## config.mk

```make
export PLATFORM = sky130hd
export DESIGN_NAME = uri_action_name_extractor_flat
export DESIGN_NICKNAME = d
export VERILOG_FILES = /design/src/hdl/uae_pkg.sv /design/src/hdl/uae_if.sv /design/src/hdl/uae_front.sv /design/src/hdl/uae_cmd_fifo.sv /design/src/hdl/uae_back.sv /design/src/hdl/uri_action_name_extractor.sv /design/src/flat_wrapper.sv
export SDC_FILE = /design/constraint.sdc
export NUM_CORES = 1
export LEC_CHECK = 0
export ABC_AREA = 1
export ABC_CLOCK_PERIOD_IN_PS = 7600
export BUFFER_PORTS_ARGS = -buffer_cell sky130_fd_sc_hd__clkbuf_2
export CORE_MARGIN = 2
export CORE_UTILIZATION = 63
export CTS_CLUSTER_DIAMETER = 40
export DETAILED_ROUTE_END_ITERATION = 8
export PLACE_DENSITY = 0.83
export SKIP_LAST_GASP = 1
export SLEW_MARGIN = 20
export SYNTH_ARGS = -nofsm -noshare
export SYNTH_HDL_FRONTEND = slang
export SYNTH_HIERARCHICAL = 1
export SYNTH_SLANG_ARGS = --single-unit
```

## constraint.sdc

```tcl
create_clock -name clk -period 7.6 [get_ports clk]
set_clock_uncertainty 0.2 [all_clocks]
set_input_delay 1.52 -clock clk [delete_from_list [all_inputs] [get_ports clk]]
set_output_delay 1.52 -clock clk [all_outputs]
set_load 0.005 [all_outputs]
```

## src/hdl/uae_pkg.sv

```systemverilog
// -----------------------------------------------------------------------------
// uae_pkg
// Shared types, constants and helpers of the URI action name extractor.
// -----------------------------------------------------------------------------
package uae_pkg;

	localparam int SLASH_HOLD_DEF = 16;
	localparam int HOLD_MAX       = 16;
	localparam int CMD_DEPTH_DEF  = 4;

	localparam int SCHEME_LEN = 12;
	localparam int HOST_LEN   = 14;
	localparam int KEY_LEN    = 4;

	// scheme prefix, host word and key word, lowercase
	localparam logic [7:0] SCHEME_WORD [SCHEME_LEN] = '{
		8'h77, 8'h69, 8'h6E, 8'h74, 8'h61, 8'h6E,
		8'h67, 8'h6C, 8'h65, 8'h3A, 8'h2F, 8'h2F
	};
	localparam logic [7:0] HOST_WORD [HOST_LEN] = '{
		8'h65, 8'h78, 8'h65, 8'h63, 8'h75, 8'h74, 8'h65,
		8'h2D, 8'h61, 8'h63, 8'h74, 8'h69, 8'h6F, 8'h6E
	};
	localparam logic [7:0] KEY_WORD [KEY_LEN] = '{8'h6E, 8'h61, 8'h6D, 8'h65};

	localparam logic [7:0] CH_PCT   = 8'h25;
	localparam logic [7:0] CH_PLUS  = 8'h2B;
	localparam logic [7:0] CH_AMP   = 8'h26;
	localparam logic [7:0] CH_EQ    = 8'h3D;
	localparam logic [7:0] CH_QM    = 8'h3F;
	localparam logic [7:0] CH_SLASH = 8'h2F;
	localparam logic [7:0] CH_SPACE = 8'h20;

	localparam logic [2:0] ST_FOUND    = 3'd0;
	localparam logic [2:0] ST_BAD_SCH  = 3'd1;
	localparam logic [2:0] ST_BAD_HOST = 3'd2;
	localparam logic [2:0] ST_NO_QUERY = 3'd3;
	localparam logic [2:0] ST_NO_NAME  = 3'd4;
	localparam logic [2:0] ST_SLASH_OV = 3'd5;

	// one command: emitted in field order, each part only when enabled
	typedef struct packed {
		logic       pre_pct;
		logic       pre_hex;
		logic [7:0] hex_byte;
		logic [4:0] nslash;
		logic       ch_en;
		logic [7:0] ch;
		logic       st_en;
		logic [2:0] st;
	} uae_cmd_t;

	typedef struct packed {
		logic     empty;
		uae_cmd_t cmd;
	} uae_q_head_t;

	function automatic logic [7:0] to_lower(input logic [7:0] c);
		return (c >= 8'h41 && c <= 8'h5A) ? 8'(c + 8'd32) : c;
	endfunction

	// {valid, nibble}
	function automatic logic [4:0] hex_nib(input logic [7:0] c);
		logic [4:0] r;
		r = 5'd0;
		if (c >= 8'h30 && c <= 8'h39) r = {1'b1, 4'(c - 8'h30)};
		else if (c >= 8'h61 && c <= 8'h66) r = {1'b1, 4'(c - 8'h57)};
		else if (c >= 8'h41 && c <= 8'h46) r = {1'b1, 4'(c - 8'h37)};
		return r;
	endfunction

endpackage

```

## src/hdl/uae_if.sv

```systemverilog
// -----------------------------------------------------------------------------
// uae_in_if / uae_out_if
// Valid/ready channels for URI bytes in and extracted results out.
// -----------------------------------------------------------------------------
interface uae_in_if;
	logic       valid;
	logic       ready;
	logic [7:0] char_in;
	logic       end_of_uri;

	modport source (output valid, output char_in, output end_of_uri, input ready);
	modport sink (input valid, input char_in, input end_of_uri, output ready);
endinterface

interface uae_out_if;
	logic       valid;
	logic       ready;
	logic       is_status;
	logic [7:0] value_char;
	logic [2:0] status;
	logic       last;

	modport source (output valid, output is_status, output value_char, output status,
		output last, input ready);
	modport sink (input valid, input is_status, input value_char, input status,
		input last, output ready);
endinterface

```

## src/hdl/uae_front.sv

```systemverilog
// -----------------------------------------------------------------------------
// uae_front
// Parses a URI byte per cycle, if the queue has room, into at most one command.
// -----------------------------------------------------------------------------
module uae_front
	import uae_pkg::*;
#(
	parameter int SLASH_HOLD = SLASH_HOLD_DEF
) (
	input  logic     clk,
	input  logic     arst_n,
	uae_in_if.sink   uri,
	input  logic     q_full,
	output logic     push,
	output uae_cmd_t cmd
);

	localparam int         HoldCap  = (SLASH_HOLD < HOLD_MAX) ? SLASH_HOLD : HOLD_MAX;
	localparam logic [4:0] HOLD_CAP = 5'(HoldCap);

	localparam logic [2:0] PH_SCHEME = 3'd0;
	localparam logic [2:0] PH_HOST   = 3'd1;
	localparam logic [2:0] PH_KEY    = 3'd2;
	localparam logic [2:0] PH_SKIP   = 3'd3;
	localparam logic [2:0] PH_VALUE  = 3'd4;
	localparam logic [2:0] PH_DONE   = 3'd5;

	localparam logic [1:0] ESC_IDLE = 2'd0;
	localparam logic [1:0] ESC_PCT  = 2'd1;
	localparam logic [1:0] ESC_ONE  = 2'd2;

	logic [2:0] phase_q, nxt_phase;
	logic [3:0] pos_q, nxt_pos;
	logic       key_ok_q, nxt_key_ok;
	logic [1:0] esc_q, nxt_esc;
	logic [7:0] fh_q, nxt_fh;
	logic [4:0] hs_q, nxt_hs;
	logic [2:0] code_q, nxt_code;

	logic       accept;
	logic [7:0] c, lc;
	logic [4:0] hx, hx_first;

	assign uri.ready = !q_full;
	assign accept    = uri.valid && uri.ready;
	assign c         = uri.char_in;
	assign lc        = to_lower(c);
	assign hx        = hex_nib(c);
	assign hx_first  = hex_nib(fh_q);

	always_comb begin
		logic [1:0] esc_e;
		logic       pass;
		nxt_phase  = phase_q;
		nxt_pos    = pos_q;
		nxt_key_ok = key_ok_q;
		nxt_esc    = esc_q;
		nxt_fh     = fh_q;
		nxt_hs     = hs_q;
		nxt_code   = code_q;
		cmd        = '0;
		esc_e      = esc_q;
		pass       = 1'b0;

		unique case (phase_q)
			PH_SCHEME: begin
				if (pos_q < 4'(SCHEME_LEN) && lc == SCHEME_WORD[pos_q]) begin
					nxt_pos = 4'(pos_q + 4'd1);
					if (pos_q == 4'(SCHEME_LEN - 1)) begin
						nxt_phase = PH_HOST;
						nxt_pos   = 4'd0;
					end
				end else begin
					nxt_phase = PH_DONE;
					nxt_code  = ST_BAD_SCH;
				end
			end
			PH_HOST: begin
				if (hs_q != 5'd0) begin
					if (c != CH_SLASH) begin
						nxt_phase = PH_DONE;
						nxt_code  = ST_BAD_HOST;
					end
				end else if (c == CH_QM) begin
					if (pos_q == 4'(HOST_LEN)) begin
						nxt_phase  = PH_KEY;
						nxt_pos    = 4'd0;
						nxt_key_ok = 1'b1;
					end else begin
						nxt_phase = PH_DONE;
						nxt_code  = ST_BAD_HOST;
					end
				end else if (c == CH_SLASH && pos_q == 4'(HOST_LEN)) begin
					nxt_hs = 5'd1;
				end else if (pos_q < 4'(HOST_LEN) && lc == HOST_WORD[pos_q]) begin
					nxt_pos = 4'(pos_q + 4'd1);
				end else begin
					nxt_phase = PH_DONE;
					nxt_code  = ST_BAD_HOST;
				end
			end
			PH_KEY: begin
				if (c == CH_AMP) begin
					nxt_pos    = 4'd0;
					nxt_key_ok = 1'b1;
				end else if (c == CH_EQ) begin
					if (key_ok_q && pos_q == 4'(KEY_LEN)) begin
						nxt_phase = PH_VALUE;
						nxt_esc   = ESC_IDLE;
						nxt_hs    = 5'd0;
					end else begin
						nxt_phase = PH_SKIP;
					end
				end else if (pos_q < 4'(KEY_LEN) && lc == KEY_WORD[pos_q[1:0]]) begin
					nxt_pos = 4'(pos_q + 4'd1);
				end else begin
					nxt_key_ok = 1'b0;
				end
			end
			PH_SKIP: begin
				if (c == CH_AMP) begin
					nxt_phase  = PH_KEY;
					nxt_pos    = 4'd0;
					nxt_key_ok = 1'b1;
				end
			end
			PH_VALUE: begin
				if (uri.end_of_uri && c == CH_SLASH) begin
					// final slash: drop held slashes, flush any pending escape
					cmd.pre_pct  = (esc_q != ESC_IDLE);
					cmd.pre_hex  = (esc_q == ESC_ONE);
					cmd.hex_byte = to_lower(fh_q);
					nxt_esc      = ESC_IDLE;
				end else if (c == CH_SLASH) begin
					if (hs_q >= HOLD_CAP) begin
						nxt_hs    = 5'd0;
						nxt_esc   = ESC_IDLE;
						nxt_phase = PH_DONE;
						nxt_code  = ST_SLASH_OV;
					end else begin
						nxt_hs = 5'(hs_q + 5'd1);
					end
				end else begin
					// release held slashes; the first one breaks a pending escape
					if (hs_q != 5'd0) begin
						cmd.pre_pct  = (esc_q != ESC_IDLE);
						cmd.pre_hex  = (esc_q == ESC_ONE);
						cmd.hex_byte = to_lower(fh_q);
						cmd.nslash   = hs_q;
						esc_e        = ESC_IDLE;
						nxt_hs       = 5'd0;
					end
					if (c == CH_AMP) begin
						if (esc_e != ESC_IDLE) cmd.pre_pct = 1'b1;
						if (esc_e == ESC_ONE) begin
							cmd.pre_hex  = 1'b1;
							cmd.hex_byte = to_lower(fh_q);
						end
						nxt_esc   = ESC_IDLE;
						nxt_phase = PH_DONE;
						nxt_code  = ST_FOUND;
					end else begin
						nxt_esc = ESC_IDLE;
						pass    = 1'b1;
						if (esc_e == ESC_PCT) begin
							if (hx[4]) begin
								nxt_esc = ESC_ONE;
								nxt_fh  = c;
								pass    = 1'b0;
							end else begin
								cmd.pre_pct = 1'b1;
							end
						end else if (esc_e == ESC_ONE) begin
							if (hx[4]) begin
								cmd.ch_en = 1'b1;
								cmd.ch    = to_lower({hx_first[3:0], hx[3:0]});
								pass      = 1'b0;
							end else begin
								cmd.pre_pct  = 1'b1;
								cmd.pre_hex  = 1'b1;
								cmd.hex_byte = to_lower(fh_q);
							end
						end
						if (pass) begin
							if (c == CH_PCT) begin
								nxt_esc = ESC_PCT;
							end else begin
								cmd.ch_en = 1'b1;
								cmd.ch    = (c == CH_PLUS) ? CH_SPACE : lc;
							end
						end
						// an escape still open at the end passes through raw
						if (uri.end_of_uri) begin
							if (nxt_esc == ESC_PCT) begin
								cmd.ch_en = 1'b1;
								cmd.ch    = CH_PCT;
							end else if (nxt_esc == ESC_ONE) begin
								cmd.pre_pct  = 1'b1;
								cmd.pre_hex  = 1'b1;
								cmd.hex_byte = lc;
							end
						end
					end
				end
			end
			default: begin
			end
		endcase

		if (uri.end_of_uri) begin
			cmd.st_en = 1'b1;
			priority if (nxt_phase == PH_SCHEME) cmd.st = ST_BAD_SCH;
			else if (nxt_phase == PH_HOST)
				cmd.st = (nxt_pos == 4'(HOST_LEN)) ? ST_NO_QUERY : ST_BAD_HOST;
			else if (nxt_phase == PH_KEY || nxt_phase == PH_SKIP) cmd.st = ST_NO_NAME;
			else if (nxt_phase == PH_VALUE) cmd.st = ST_FOUND;
			else cmd.st = nxt_code;
			nxt_phase  = PH_SCHEME;
			nxt_pos    = 4'd0;
			nxt_key_ok = 1'b1;
			nxt_esc    = ESC_IDLE;
			nxt_fh     = 8'd0;
			nxt_hs     = 5'd0;
			nxt_code   = ST_FOUND;
		end
	end

	assign push = accept && (cmd.pre_pct || cmd.pre_hex || cmd.nslash != 5'd0 ||
		cmd.ch_en || cmd.st_en);

	always_ff @(posedge clk or negedge arst_n) begin
		if (!arst_n) begin
			phase_q  <= PH_SCHEME;
			pos_q    <= 4'd0;
			key_ok_q <= 1'b1;
			esc_q    <= ESC_IDLE;
			fh_q     <= 8'd0;
			hs_q     <= 5'd0;
			code_q   <= ST_FOUND;
		end else if (accept) begin
			phase_q  <= nxt_phase;
			pos_q    <= nxt_pos;
			key_ok_q <= nxt_key_ok;
			esc_q    <= nxt_esc;
			fh_q     <= nxt_fh;
			hs_q     <= nxt_hs;
			code_q   <= nxt_code;
		end
	end

endmodule

```

## src/hdl/uae_cmd_fifo.sv

```systemverilog
// -----------------------------------------------------------------------------
// uae_cmd_fifo
// Short command queue between the parser and the result sequencer.
// -----------------------------------------------------------------------------
module uae_cmd_fifo
	import uae_pkg::*;
#(
	parameter int DEPTH = CMD_DEPTH_DEF
) (
	input  logic        clk,
	input  logic        arst_n,
	input  logic        push,
	input  uae_cmd_t    cmd_in,
	input  logic        pop,
	output uae_q_head_t head,
	output logic        full
);

	localparam int AW = (DEPTH > 1) ? $clog2(DEPTH) : 1;
	localparam int CW = $clog2(DEPTH + 1);

	uae_cmd_t        mem_q [DEPTH];
	logic [AW-1:0]   wr_ptr_q, rd_ptr_q;
	logic [CW-1:0]   cnt_q;

	function automatic logic [AW-1:0] wrap_inc(input logic [AW-1:0] p);
		return (p == AW'(DEPTH - 1)) ? '0 : AW'(p + 1'b1);
	endfunction

	assign full       = (cnt_q == CW'(DEPTH));
	assign head.empty = (cnt_q == '0);
	assign head.cmd   = mem_q[rd_ptr_q];

	always_ff @(posedge clk) begin
		if (push) mem_q[wr_ptr_q] <= cmd_in;
	end

	always_ff @(posedge clk or negedge arst_n) begin
		if (!arst_n) begin
			wr_ptr_q <= '0;
			rd_ptr_q <= '0;
			cnt_q    <= '0;
		end else begin
			if (push) wr_ptr_q <= wrap_inc(wr_ptr_q);
			if (pop) rd_ptr_q <= wrap_inc(rd_ptr_q);
			if (push && !pop) cnt_q <= CW'(cnt_q + 1'b1);
			else if (pop && !push) cnt_q <= CW'(cnt_q - 1'b1);
		end
	end

endmodule

```

## src/hdl/uae_back.sv

```systemverilog
// -----------------------------------------------------------------------------
// uae_back
// Expands queued commands into result beats, one per cycle unless stalled.
// -----------------------------------------------------------------------------
module uae_back
	import uae_pkg::*;
(
	input  logic         clk,
	input  logic         arst_n,
	input  uae_q_head_t  head,
	output logic         pop,
	uae_out_if.source    result
);

	localparam logic [2:0] EL_PCT   = 3'd0;
	localparam logic [2:0] EL_HEX   = 3'd1;
	localparam logic [2:0] EL_SLASH = 3'd2;
	localparam logic [2:0] EL_CH    = 3'd3;
	localparam logic [2:0] EL_ST    = 3'd4;

	logic       out_valid_q;
	logic       is_status_q;
	logic [7:0] value_char_q;
	logic [2:0] status_q;
	logic [2:0] ptr_q;
	logic [4:0] scnt_q;

	logic [4:0] pres;
	logic [2:0] cur;
	logic       more, stay, advance, take;
	logic       el_is_st;
	logic [7:0] el_char;

	assign pres = {head.cmd.st_en, head.cmd.ch_en, head.cmd.nslash != 5'd0,
		head.cmd.pre_hex, head.cmd.pre_pct};

	always_comb begin
		priority if (pres[EL_PCT] && ptr_q <= EL_PCT) cur = EL_PCT;
		else if (pres[EL_HEX] && ptr_q <= EL_HEX) cur = EL_HEX;
		else if (pres[EL_SLASH] && ptr_q <= EL_SLASH) cur = EL_SLASH;
		else if (pres[EL_CH] && ptr_q <= EL_CH) cur = EL_CH;
		else cur = EL_ST;

		el_is_st = 1'b0;
		unique case (cur)
			EL_PCT:   el_char = CH_PCT;
			EL_HEX:   el_char = head.cmd.hex_byte;
			EL_SLASH: el_char = CH_SLASH;
			EL_CH:    el_char = head.cmd.ch;
			default: begin
				el_char  = 8'd0;
				el_is_st = 1'b1;
			end
		endcase
	end

	assign more    = |(pres & (5'b11110 << cur));
	assign stay    = (cur == EL_SLASH) && (5'(scnt_q + 5'd1) < head.cmd.nslash);
	assign advance = !out_valid_q || result.ready;
	assign take    = advance && !head.empty;
	assign pop     = take && !stay && !more;

	assign result.valid      = out_valid_q;
	assign result.is_status  = is_status_q;
	assign result.value_char = value_char_q;
	assign result.status     = status_q;
	assign result.last       = is_status_q;

	always_ff @(posedge clk or negedge arst_n) begin
		if (!arst_n) begin
			out_valid_q <= 1'b0;
			ptr_q       <= EL_PCT;
			scnt_q      <= 5'd0;
		end else begin
			if (advance) out_valid_q <= !head.empty;
			if (take) begin
				if (pop) begin
					ptr_q  <= EL_PCT;
					scnt_q <= 5'd0;
				end else if (stay) begin
					scnt_q <= 5'(scnt_q + 5'd1);
				end else begin
					ptr_q  <= 3'(cur + 3'd1);
					scnt_q <= 5'd0;
				end
			end
		end
	end

	// hold the beat while the sink stalls
	always_ff @(posedge clk) begin
		if (take) begin
			is_status_q  <= el_is_st;
			value_char_q <= el_char;
			status_q     <= el_is_st ? head.cmd.st : ST_FOUND;
		end
	end

endmodule

```

## src/hdl/uri_action_name_extractor.sv

```systemverilog
// -----------------------------------------------------------------------------
// uri_action_name_extractor
// Extracts and decodes the "name" query value of a URI byte stream.
// -----------------------------------------------------------------------------
// One URI byte is taken per cycle while the queue is not full. The parser turns
// each byte into at most one command for a queue of CMD_DEPTH entries. The
// sequencer behind it sends one result beat per cycle while the sink is ready.
// Beats pass through the queue and then the output register. Most bytes give
// no beat or one. A byte that breaks an escape gives up to three, plus the
// status if it ends the URI. A byte that releases held slashes gives up to 20:
// the escape remnant, up to 16 slashes, the byte and the status. Such a command
// holds the queue head until its beats are out, so the queue can fill even with
// the result side always ready. Input stalls whenever the queue is full, even
// for bytes that give no beat. Every URI ends with a status beat with last set.
module uri_action_name_extractor
	import uae_pkg::*;
#(
	parameter int SLASH_HOLD = SLASH_HOLD_DEF,
	parameter int CMD_DEPTH  = CMD_DEPTH_DEF
) (
	input  logic      clk,
	input  logic      arst_n,
	uae_in_if.sink    uri,
	uae_out_if.source result
);

	logic        push, pop, q_full;
	uae_cmd_t    cmd;
	uae_q_head_t head;

	uae_front #(.SLASH_HOLD(SLASH_HOLD)) u_front (
		.clk    (clk),
		.arst_n (arst_n),
		.uri    (uri),
		.q_full (q_full),
		.push   (push),
		.cmd    (cmd)
	);

	uae_cmd_fifo #(.DEPTH(CMD_DEPTH)) u_fifo (
		.clk    (clk),
		.arst_n (arst_n),
		.push   (push),
		.cmd_in (cmd),
		.pop    (pop),
		.head   (head),
		.full   (q_full)
	);

	uae_back u_back (
		.clk    (clk),
		.arst_n (arst_n),
		.head   (head),
		.pop    (pop),
		.result (result)
	);

	a_value_clean: assert property (@(posedge clk) disable iff (!arst_n)
		(result.valid && !result.is_status) |-> (result.status == ST_FOUND && !result.last))
		else $error("value beat carries status bits");

	a_status_clean: assert property (@(posedge clk) disable iff (!arst_n)
		(result.valid && result.is_status) |-> (result.value_char == 8'd0 && result.last))
		else $error("status beat carries value bits");

	a_queue_drains: assert property (@(posedge clk) disable iff (!arst_n)
		(!head.empty && (!result.valid || result.ready)) |=> result.valid)
		else $error("queued command not turned into a beat");

	a_pop_needs_data: assert property (@(posedge clk) disable iff (!arst_n)
		pop |-> !head.empty)
		else $error("queue popped while empty");

endmodule

```

## src/flat_wrapper.sv

```systemverilog
// flat-port wrapper written by rule: the top's interface ports become plain ports
module uri_action_name_extractor_flat import uae_pkg::*;
#(
	parameter int SLASH_HOLD = SLASH_HOLD_DEF,
	parameter int CMD_DEPTH  = CMD_DEPTH_DEF
)
  (clk, arst_n, uri_valid, uri_char_in, uri_end_of_uri, uri_ready, result_valid, result_is_status, result_value_char, result_status, result_last, result_ready);
  uae_in_if uri_i ();
  uae_out_if result_i ();
  input  logic clk;
  input  logic arst_n;
  input wire logic [$bits(uri_i.valid)-1:0] uri_valid;
  input wire logic [$bits(uri_i.char_in)-1:0] uri_char_in;
  input wire logic [$bits(uri_i.end_of_uri)-1:0] uri_end_of_uri;
  output wire logic [$bits(uri_i.ready)-1:0] uri_ready;
  output wire logic [$bits(result_i.valid)-1:0] result_valid;
  output wire logic [$bits(result_i.is_status)-1:0] result_is_status;
  output wire logic [$bits(result_i.value_char)-1:0] result_value_char;
  output wire logic [$bits(result_i.status)-1:0] result_status;
  output wire logic [$bits(result_i.last)-1:0] result_last;
  input wire logic [$bits(result_i.ready)-1:0] result_ready;
  assign uri_i.valid = uri_valid;
  assign uri_i.char_in = uri_char_in;
  assign uri_i.end_of_uri = uri_end_of_uri;
  assign uri_ready = uri_i.ready;
  assign result_valid = result_i.valid;
  assign result_is_status = result_i.is_status;
  assign result_value_char = result_i.value_char;
  assign result_status = result_i.status;
  assign result_last = result_i.last;
  assign result_i.ready = result_ready;
  uri_action_name_extractor #(.SLASH_HOLD(SLASH_HOLD), .CMD_DEPTH(CMD_DEPTH)) u_core (.clk(clk), .arst_n(arst_n), .uri(uri_i), .result(result_i));
endmodule
```

Word level (Yosys, flattened, before mapping)
Memories as Yosys holds them, arrays and structs flattened.
Index checks and enable logic that the tools add are counted.
{"block": "op_classes", "mux": 163, "n_bitwise": 3, "n_addsub": 17, "reduce_logical": 63, "magnitude_cmp": 27, "n_eq_ne": 51, "n_shift": 1}
{"op": "8-bit two-way mux", "n": 17}
{"op": "3-bit two-way mux", "n": 41}
{"op": "9-bit two-way mux", "n": 10}
{"op": "5-bit two-way mux", "n": 16}
{"op": "10-bit two-way mux", "n": 7}
{"op": "4-bit two-way mux", "n": 16}
{"op": "8-bit by 7-bit <= comparator with 1-bit output, second input constant", "n": 7}
{"op": "8-bit by 6-bit == test with 1-bit output, second input constant", "n": 6}
{"op": "24-bit two-way mux", "n": 2}
{"op": "2-bit two-way mux", "n": 22}
{"op": "8-bit by 7-bit >= comparator with 1-bit output, second input constant", "n": 5}
{"op": "8-bit one-hot mux with 4 select lines", "n": 1}
{"op": "3-bit != test, second input constant", "n": 10}
{"op": "1-bit logical AND", "n": 27}
{"op": "8-bit by 6-bit adder with 8-bit output, second input constant", "n": 3}
{"op": "8-bit == test", "n": 3}
{"op": "1-bit two-way mux", "n": 22}
{"op": "3-bit by 2-bit == test with 1-bit output, second input constant", "n": 6}
{"op": "8-bit binary-select mux with 2-bit select", "n": 1}
{"op": "8-bit by 6-bit >= comparator with 1-bit output, second input constant", "n": 2}
{"op": "8-bit by 6-bit <= comparator with 1-bit output, second input constant", "n": 2}
{"op": "4-bit one-hot mux with 4 select lines", "n": 1}
{"op": "4-bit by 3-bit subtractor with 4-bit output, second input constant", "n": 4}
{"op": "15-bit two-way mux", "n": 1}
{"op": "other kinds (48)", "n": 93}
{"block": "word_totals", "ff_bits": 54, "ramBits": 112, "wordCells": 344, "mem_bits_ro": 256, "input_bits": 13, "out_inout_bits": 15, "memories": 3}
{"name": "(no name shown)", "depth": 16, "word_bits": 8, "rd": 1, "rd_ports_with_merged_regs": 0, "wr": 0, "line_no": "uae_front.sv:95", "rtl": "end else if (pos_q < 4'(HOST_LEN) && lc == HOST_WORD[pos_q]) begin"}
{"name": "(no name shown)", "depth": 16, "word_bits": 8, "rd": 1, "rd_ports_with_merged_regs": 0, "wr": 0, "line_no": "uae_front.sv:67", "rtl": "if (pos_q < 4'(SCHEME_LEN) && lc == SCHEME_WORD[pos_q]) begin"}
{"name": "u_core.u_fifo.mem_q", "depth": 4, "word_bits": 28, "rd": 1, "rd_ports_with_merged_regs": 0, "wr": 1, "line_no": "uae_cmd_fifo.sv:22", "rtl": "uae_cmd_t mem_q [DEPTH];"}

Depth between registers and ports, before layout
{"block": "logic_depth", "depth_word": 34, "depth_mapped": 29, "mapped_depth_nobuf": 27}

Hierarchy
Netlist, hierarchy kept.
{"mod": "uae_cmd_fifo", "seq_area_each_um2": 3538.4, "area_each_um2": 4944.7, "instances": 1, "cells_per_inst": 378}
{"mod": "uae_front", "seq_area_each_um2": 651.9, "area_each_um2": 3960.0, "instances": 1, "cells_per_inst": 687}
{"mod": "uae_back", "seq_area_each_um2": 585.6, "area_each_um2": 1288.7, "instances": 1, "cells_per_inst": 157}

Worst setup path after synthesis
OpenSTA, ideal clock, no wires.
{"block": "synth_path", "path_kind": "input to register", "from": "input uri_char_in[1]", "to": "memory u_core/u_fifo/mem_q[3][0] (netlist bit) (enable)", "stages": 16, "arrival_ns": 4.200, "required_ns": 7.017, "n_path_buf": 1, "path_slack_ns": 2.817, "cell_sequence": "buf_2 -> inv_1 -> ha_1 -> inv_1 -> nand3_1 -> nand4_1 -> a21boi_2 -> nor2_2 -> nand2_1 -> nand2_1 -> o211ai_1 -> a21oi_1 -> nor2_1 -> nor2_1 -> nand2_1 -> inv_1"}
{"item": "start, declared", "line_no": "flat_wrapper.sv:13", "rtl": "input wire logic [$bits(uri_i.char_in)-1:0] uri_char_in;"}
{"item": "end, declared", "line_no": "uae_cmd_fifo.sv:22"}

==> impl_results.md <==
* Final setup violation count at 0
* Register area share after synthesis at 46.9%
* Max IR drop VDD at approximately 0.00018 V
* TritonCTS Sinks at around 170
* P_leak at ~4.9 nW
* Total Routing Usage GR at between 20% and 30%
* Max Freq at between 150 and 200 MHz
* Final WL at ~25,000 um
* Residual DRC at 0
* Synthesized Nets at 1,273
* Critical path launch point type: input pin
* Syn Std Cell Area at between 0.01 and 0.015 mm2
* Cell count after synthesis at around 1,200
* Fin util at between 60% and 70%
* Detailed-route via count at 8,599
* HP Start: u_core/u_back/scnt_q[4]
* N_diodes at 0
* Hold Path Stages at 2
* Vias in the first global route at roughly 8,000
* Placer congestion estimate at ~0.99
* Hold Crit Class: flip-flop to flip-flop
* Num CTS Buffers at 17
* DP HPWL at between 15,000 and 20,000 um
* Setup_tns at 0 ns
* Largest buffer count on any clock path at 2
* Reg2reg path depth at 25
* Hold endpoint: u_core/u_back/scnt_q[4]
* CTS resizes at 0
* Critical R2R Capture: u_core/u_fifo/cnt_q[1]
* Pwr dens at about 330 mW/mm2
* Layout Area Growth over Synthesis at 6.82%
* Die area at 0.0172 mm2
* H-tree Lvls at 4
* DR pass1 iterations at 5
* Average wire per standard cell at 16.9 um
* Nets at roughly 1,300
* Share of cells above drive strength 1 at ~10%
* RSZ-0062 raised after global routing: no
* Drt initial violations at 908
* Worst EP required at just under 8 ns
* FF-to-FF setup slack at 2.70 ns
* Row cnt at 46
* EDFF count, synth at approximately 120
* Core Area at about 0.016 mm2
* Die Y at roughly 130 um
* Max Cap Viol at 0
* Largest net degree at the start of global routing at 61
* Tmin final at 5.08 ns
* Fin crit share at between 60 and 70%
* Post CTS Setup Buffer Count at 0
* Synth Register Bits at around 170
* Fillers at between 1,000 and 1,500
* Async set-reset flop share out of synthesis at between 20 and 30%
* Ports at 28
* Final hold viol count at 0
* Vias/cell at just under 6
* Most used flip-flop cell after synthesis: edfxtp_1
* Root buf cell: clkbuf_16
* Critical Path End Type: flip-flop
* Hold buffer count at cts at 0
* Antenna Nets Post-Route at 0
* FF-to-FF Start: u_core/u_fifo/rd_ptr_q[0]
* Worst-path maximum fanout at 13
* Slew Limit Fails at 0
* Status: finished, final reports clean
* CTS tree: yes
* Die W at ~130 um
* Initial antenna violation count at 0
* Kind of critical path: input pin to flip-flop
* Tightest Pin Transition at between 0.8 and 0.9 ns
* Clock-pin slew on the worst setup and hold paths at 0.07 ns
* Total grt overflow at 0
* Synthesized area per cell at around 8.3 um2
* First-pass GRT wire length at approximately 40,000 um
* Synth unique cells at 55
* Worst EP arrival at around 5.2 ns
* Ys Warns at 6
* Initial core utilization at ~64%
* Slew margin rel. at a little over two fifths
* IO Port Bufs at 27
* Worst-skew pair later-pin latency at 0.43 ns
## power breakdown
| group | switching, W | internal (W) | total [W] |
|---|---|---|---|
| logic | 0.00106 | 0.000460 | 0.00152 |
| clock network | 0.000359 | 0.000417 | 0.000776 |
| registers | 0.0000875 | 0.00123 | 0.00132 |
## cells in the mapped netlist (6+ instances only)
cell type / instances / area (um2)
nand2_1: 338 / 1270
inv_1: 180 / 676
edfxtp_1: 124 / 3720
nor2_1: 79 / 297
nand3_1: 76 / 380
o211ai_1: 50 / 375
o21ai_0: 43 / 215
dfrtp_1: 41 / 1030
ha_1: 37 / 463
a21oi_1: 36 / 180
nor3_1: 28 / 140
nand4_1: 24 / 150
o22ai_1: 15 / 93.8
buf_6: 12 / 135
o211ai_2: 12 / 150
buf_2: 11 / 55.1
inv_2: 9 / 33.8
nand2_2: 9 / 56.3
nor2_2: 9 / 56.3
buf_4: 7 / 52.6
o21ai_1: 7 / 35.0
clkbuf_1: 6 / 22.5
nand3_2: 6 / 60.1
## metal layers
| metal | track usage (%) | wire [um] | share of wire [%] |
|---|---|---|---|
| met5 | 0 | 0 | 0 |
| met4 | 13.2 | 1010 | 4.1 |
| met3 | 4.40 | 1350 | 5.5 |
| met2 | 49.7 | 12200 | 49 |
| met1 | 36.9 | 10200 | 41 |
## placed cells by master, fill, tap and decap left out, types with 6 or more instances in the layout
cell,netlist,layout
nor2_2,9,9
clkbuf_2,0,27
clkinv_1,2,6
o211ai_2,12,12
o22ai_1,15,15
clkbuf_16,0,17
edfxtp_1,124,124
nor3_1,28,28
inv_2,9,13
nand3_2,6,6
nand2_2,9,9
nand4_1,24,24
a21oi_1,36,36
nand3_1,76,76
dfrtp_1,41,41
nand2_1,338,338
nor2_1,79,79
ha_1,37,37
o21ai_0,43,43
inv_1,180,176
o211ai_1,50,50
o21ai_1,7,7
## final cells by class
cell class	count	area, um2	share of cell area, %
clock buffer	17	425	3.91
clock inverter	15	104	0.954
inverter	192	723	6.64
multi-input combinational	827	4430	40.6
sequential	166	4780	43.9
tap	216	270	2.48
timing repair buffer	31	165	1.52
## stage by stage
| step | hold WS, ns | area, um2 | cells | power (W) | setup WS (ns) |
|---|---|---|---|---|---|
| global placement | 0.286 | 10400 | 1432 | 0.00278 | 1.95 |
| global route | 0.334 | 10900 | 1464 | 0.00386 | 2.12 |
| CTS | 0.305 | 10900 | 1464 | 0.00361 | 2.21 |
| floorplan | 0.258 | 10200 | 1222 | 0.00250 | 2.82 |
| finish | 0.307 | 10900 | 1464 | 0.00362 | 2.52 |
| detailed placement | 0.290 | 10400 | 1432 | 0.00283 | 1.76 |
## state kept, by name, indices dropped and copies added, names as in the netlist
name / cells
u_core/u_back/ptr_q: 3
u_core/u_back/result.is_status: 1
u_core/u_back/result.status: 3
u_core/u_back/result.valid: 1
u_core/u_back/result.value_char: 8
u_core/u_back/scnt_q: 5
u_core/u_fifo/cnt_q: 3
u_core/u_fifo/mem_q: 112
u_core/u_fifo/rd_ptr_q: 2
u_core/u_fifo/wr_ptr_q: 2
u_core/u_front/code_q: 3
u_core/u_front/esc_q: 2
u_core/u_front/fh_q: 8
u_core/u_front/hs_q: 5
u_core/u_front/key_ok_q: 1
u_core/u_front/phase_q: 3
u_core/u_front/pos_q: 4
## worst max path at each step
stage                    from                         end  slack, ns  depth (start not counted)
2_1_floorplan  uri_char_in[1]   u_core/u_fifo/mem_q[3][0]       2.82                         16
4_1_cts        uri_char_in[1]   u_core/u_fifo/mem_q[2][7]       2.21                         16
6_report       uri_char_in[1]      u_core/u_fifo/cnt_q[2]       2.52                         21
3_5_place_dp   uri_char_in[1]  u_core/u_fifo/mem_q[2][11]       1.76                         16
3_3_place_gp   uri_char_in[1]  u_core/u_fifo/mem_q[3][10]       1.95                         16
5_1_grt        uri_char_in[1]      u_core/u_fifo/cnt_q[2]       2.12                         21
## cell families after synthesis
logic type,Yosys count,synth area share (%)
DFF,166,46.9
buffers and inverters,229,9.73
AOI/OAI and AO/OA,189,12.5
adders and majority gates,38,4.74
and+or+nand+nor,593,25.5
xor gates and xnor gates,7,0.601
## worst max-delay path: stages
cell	delay, ns
clkbuf_2	0.20
inv_1	0.25
ha_1	0.26
inv_1	0.09
nand3_1	0.12
nand4_1	0.20
a21boi_2	0.26
nor2_2	0.15
nand2_1	0.10
nand2_1	0.11
o211ai_1	0.10
a21oi_1	0.32
nor2_1	0.13
nor2_1	0.39
ha_1	0.25
inv_1	0.07
fa_1	0.38
nand2_1	0.10
nand3_1	0.07
nand2_1	0.05
nand2_1	0.05
(Power assumes the default switching activity.)
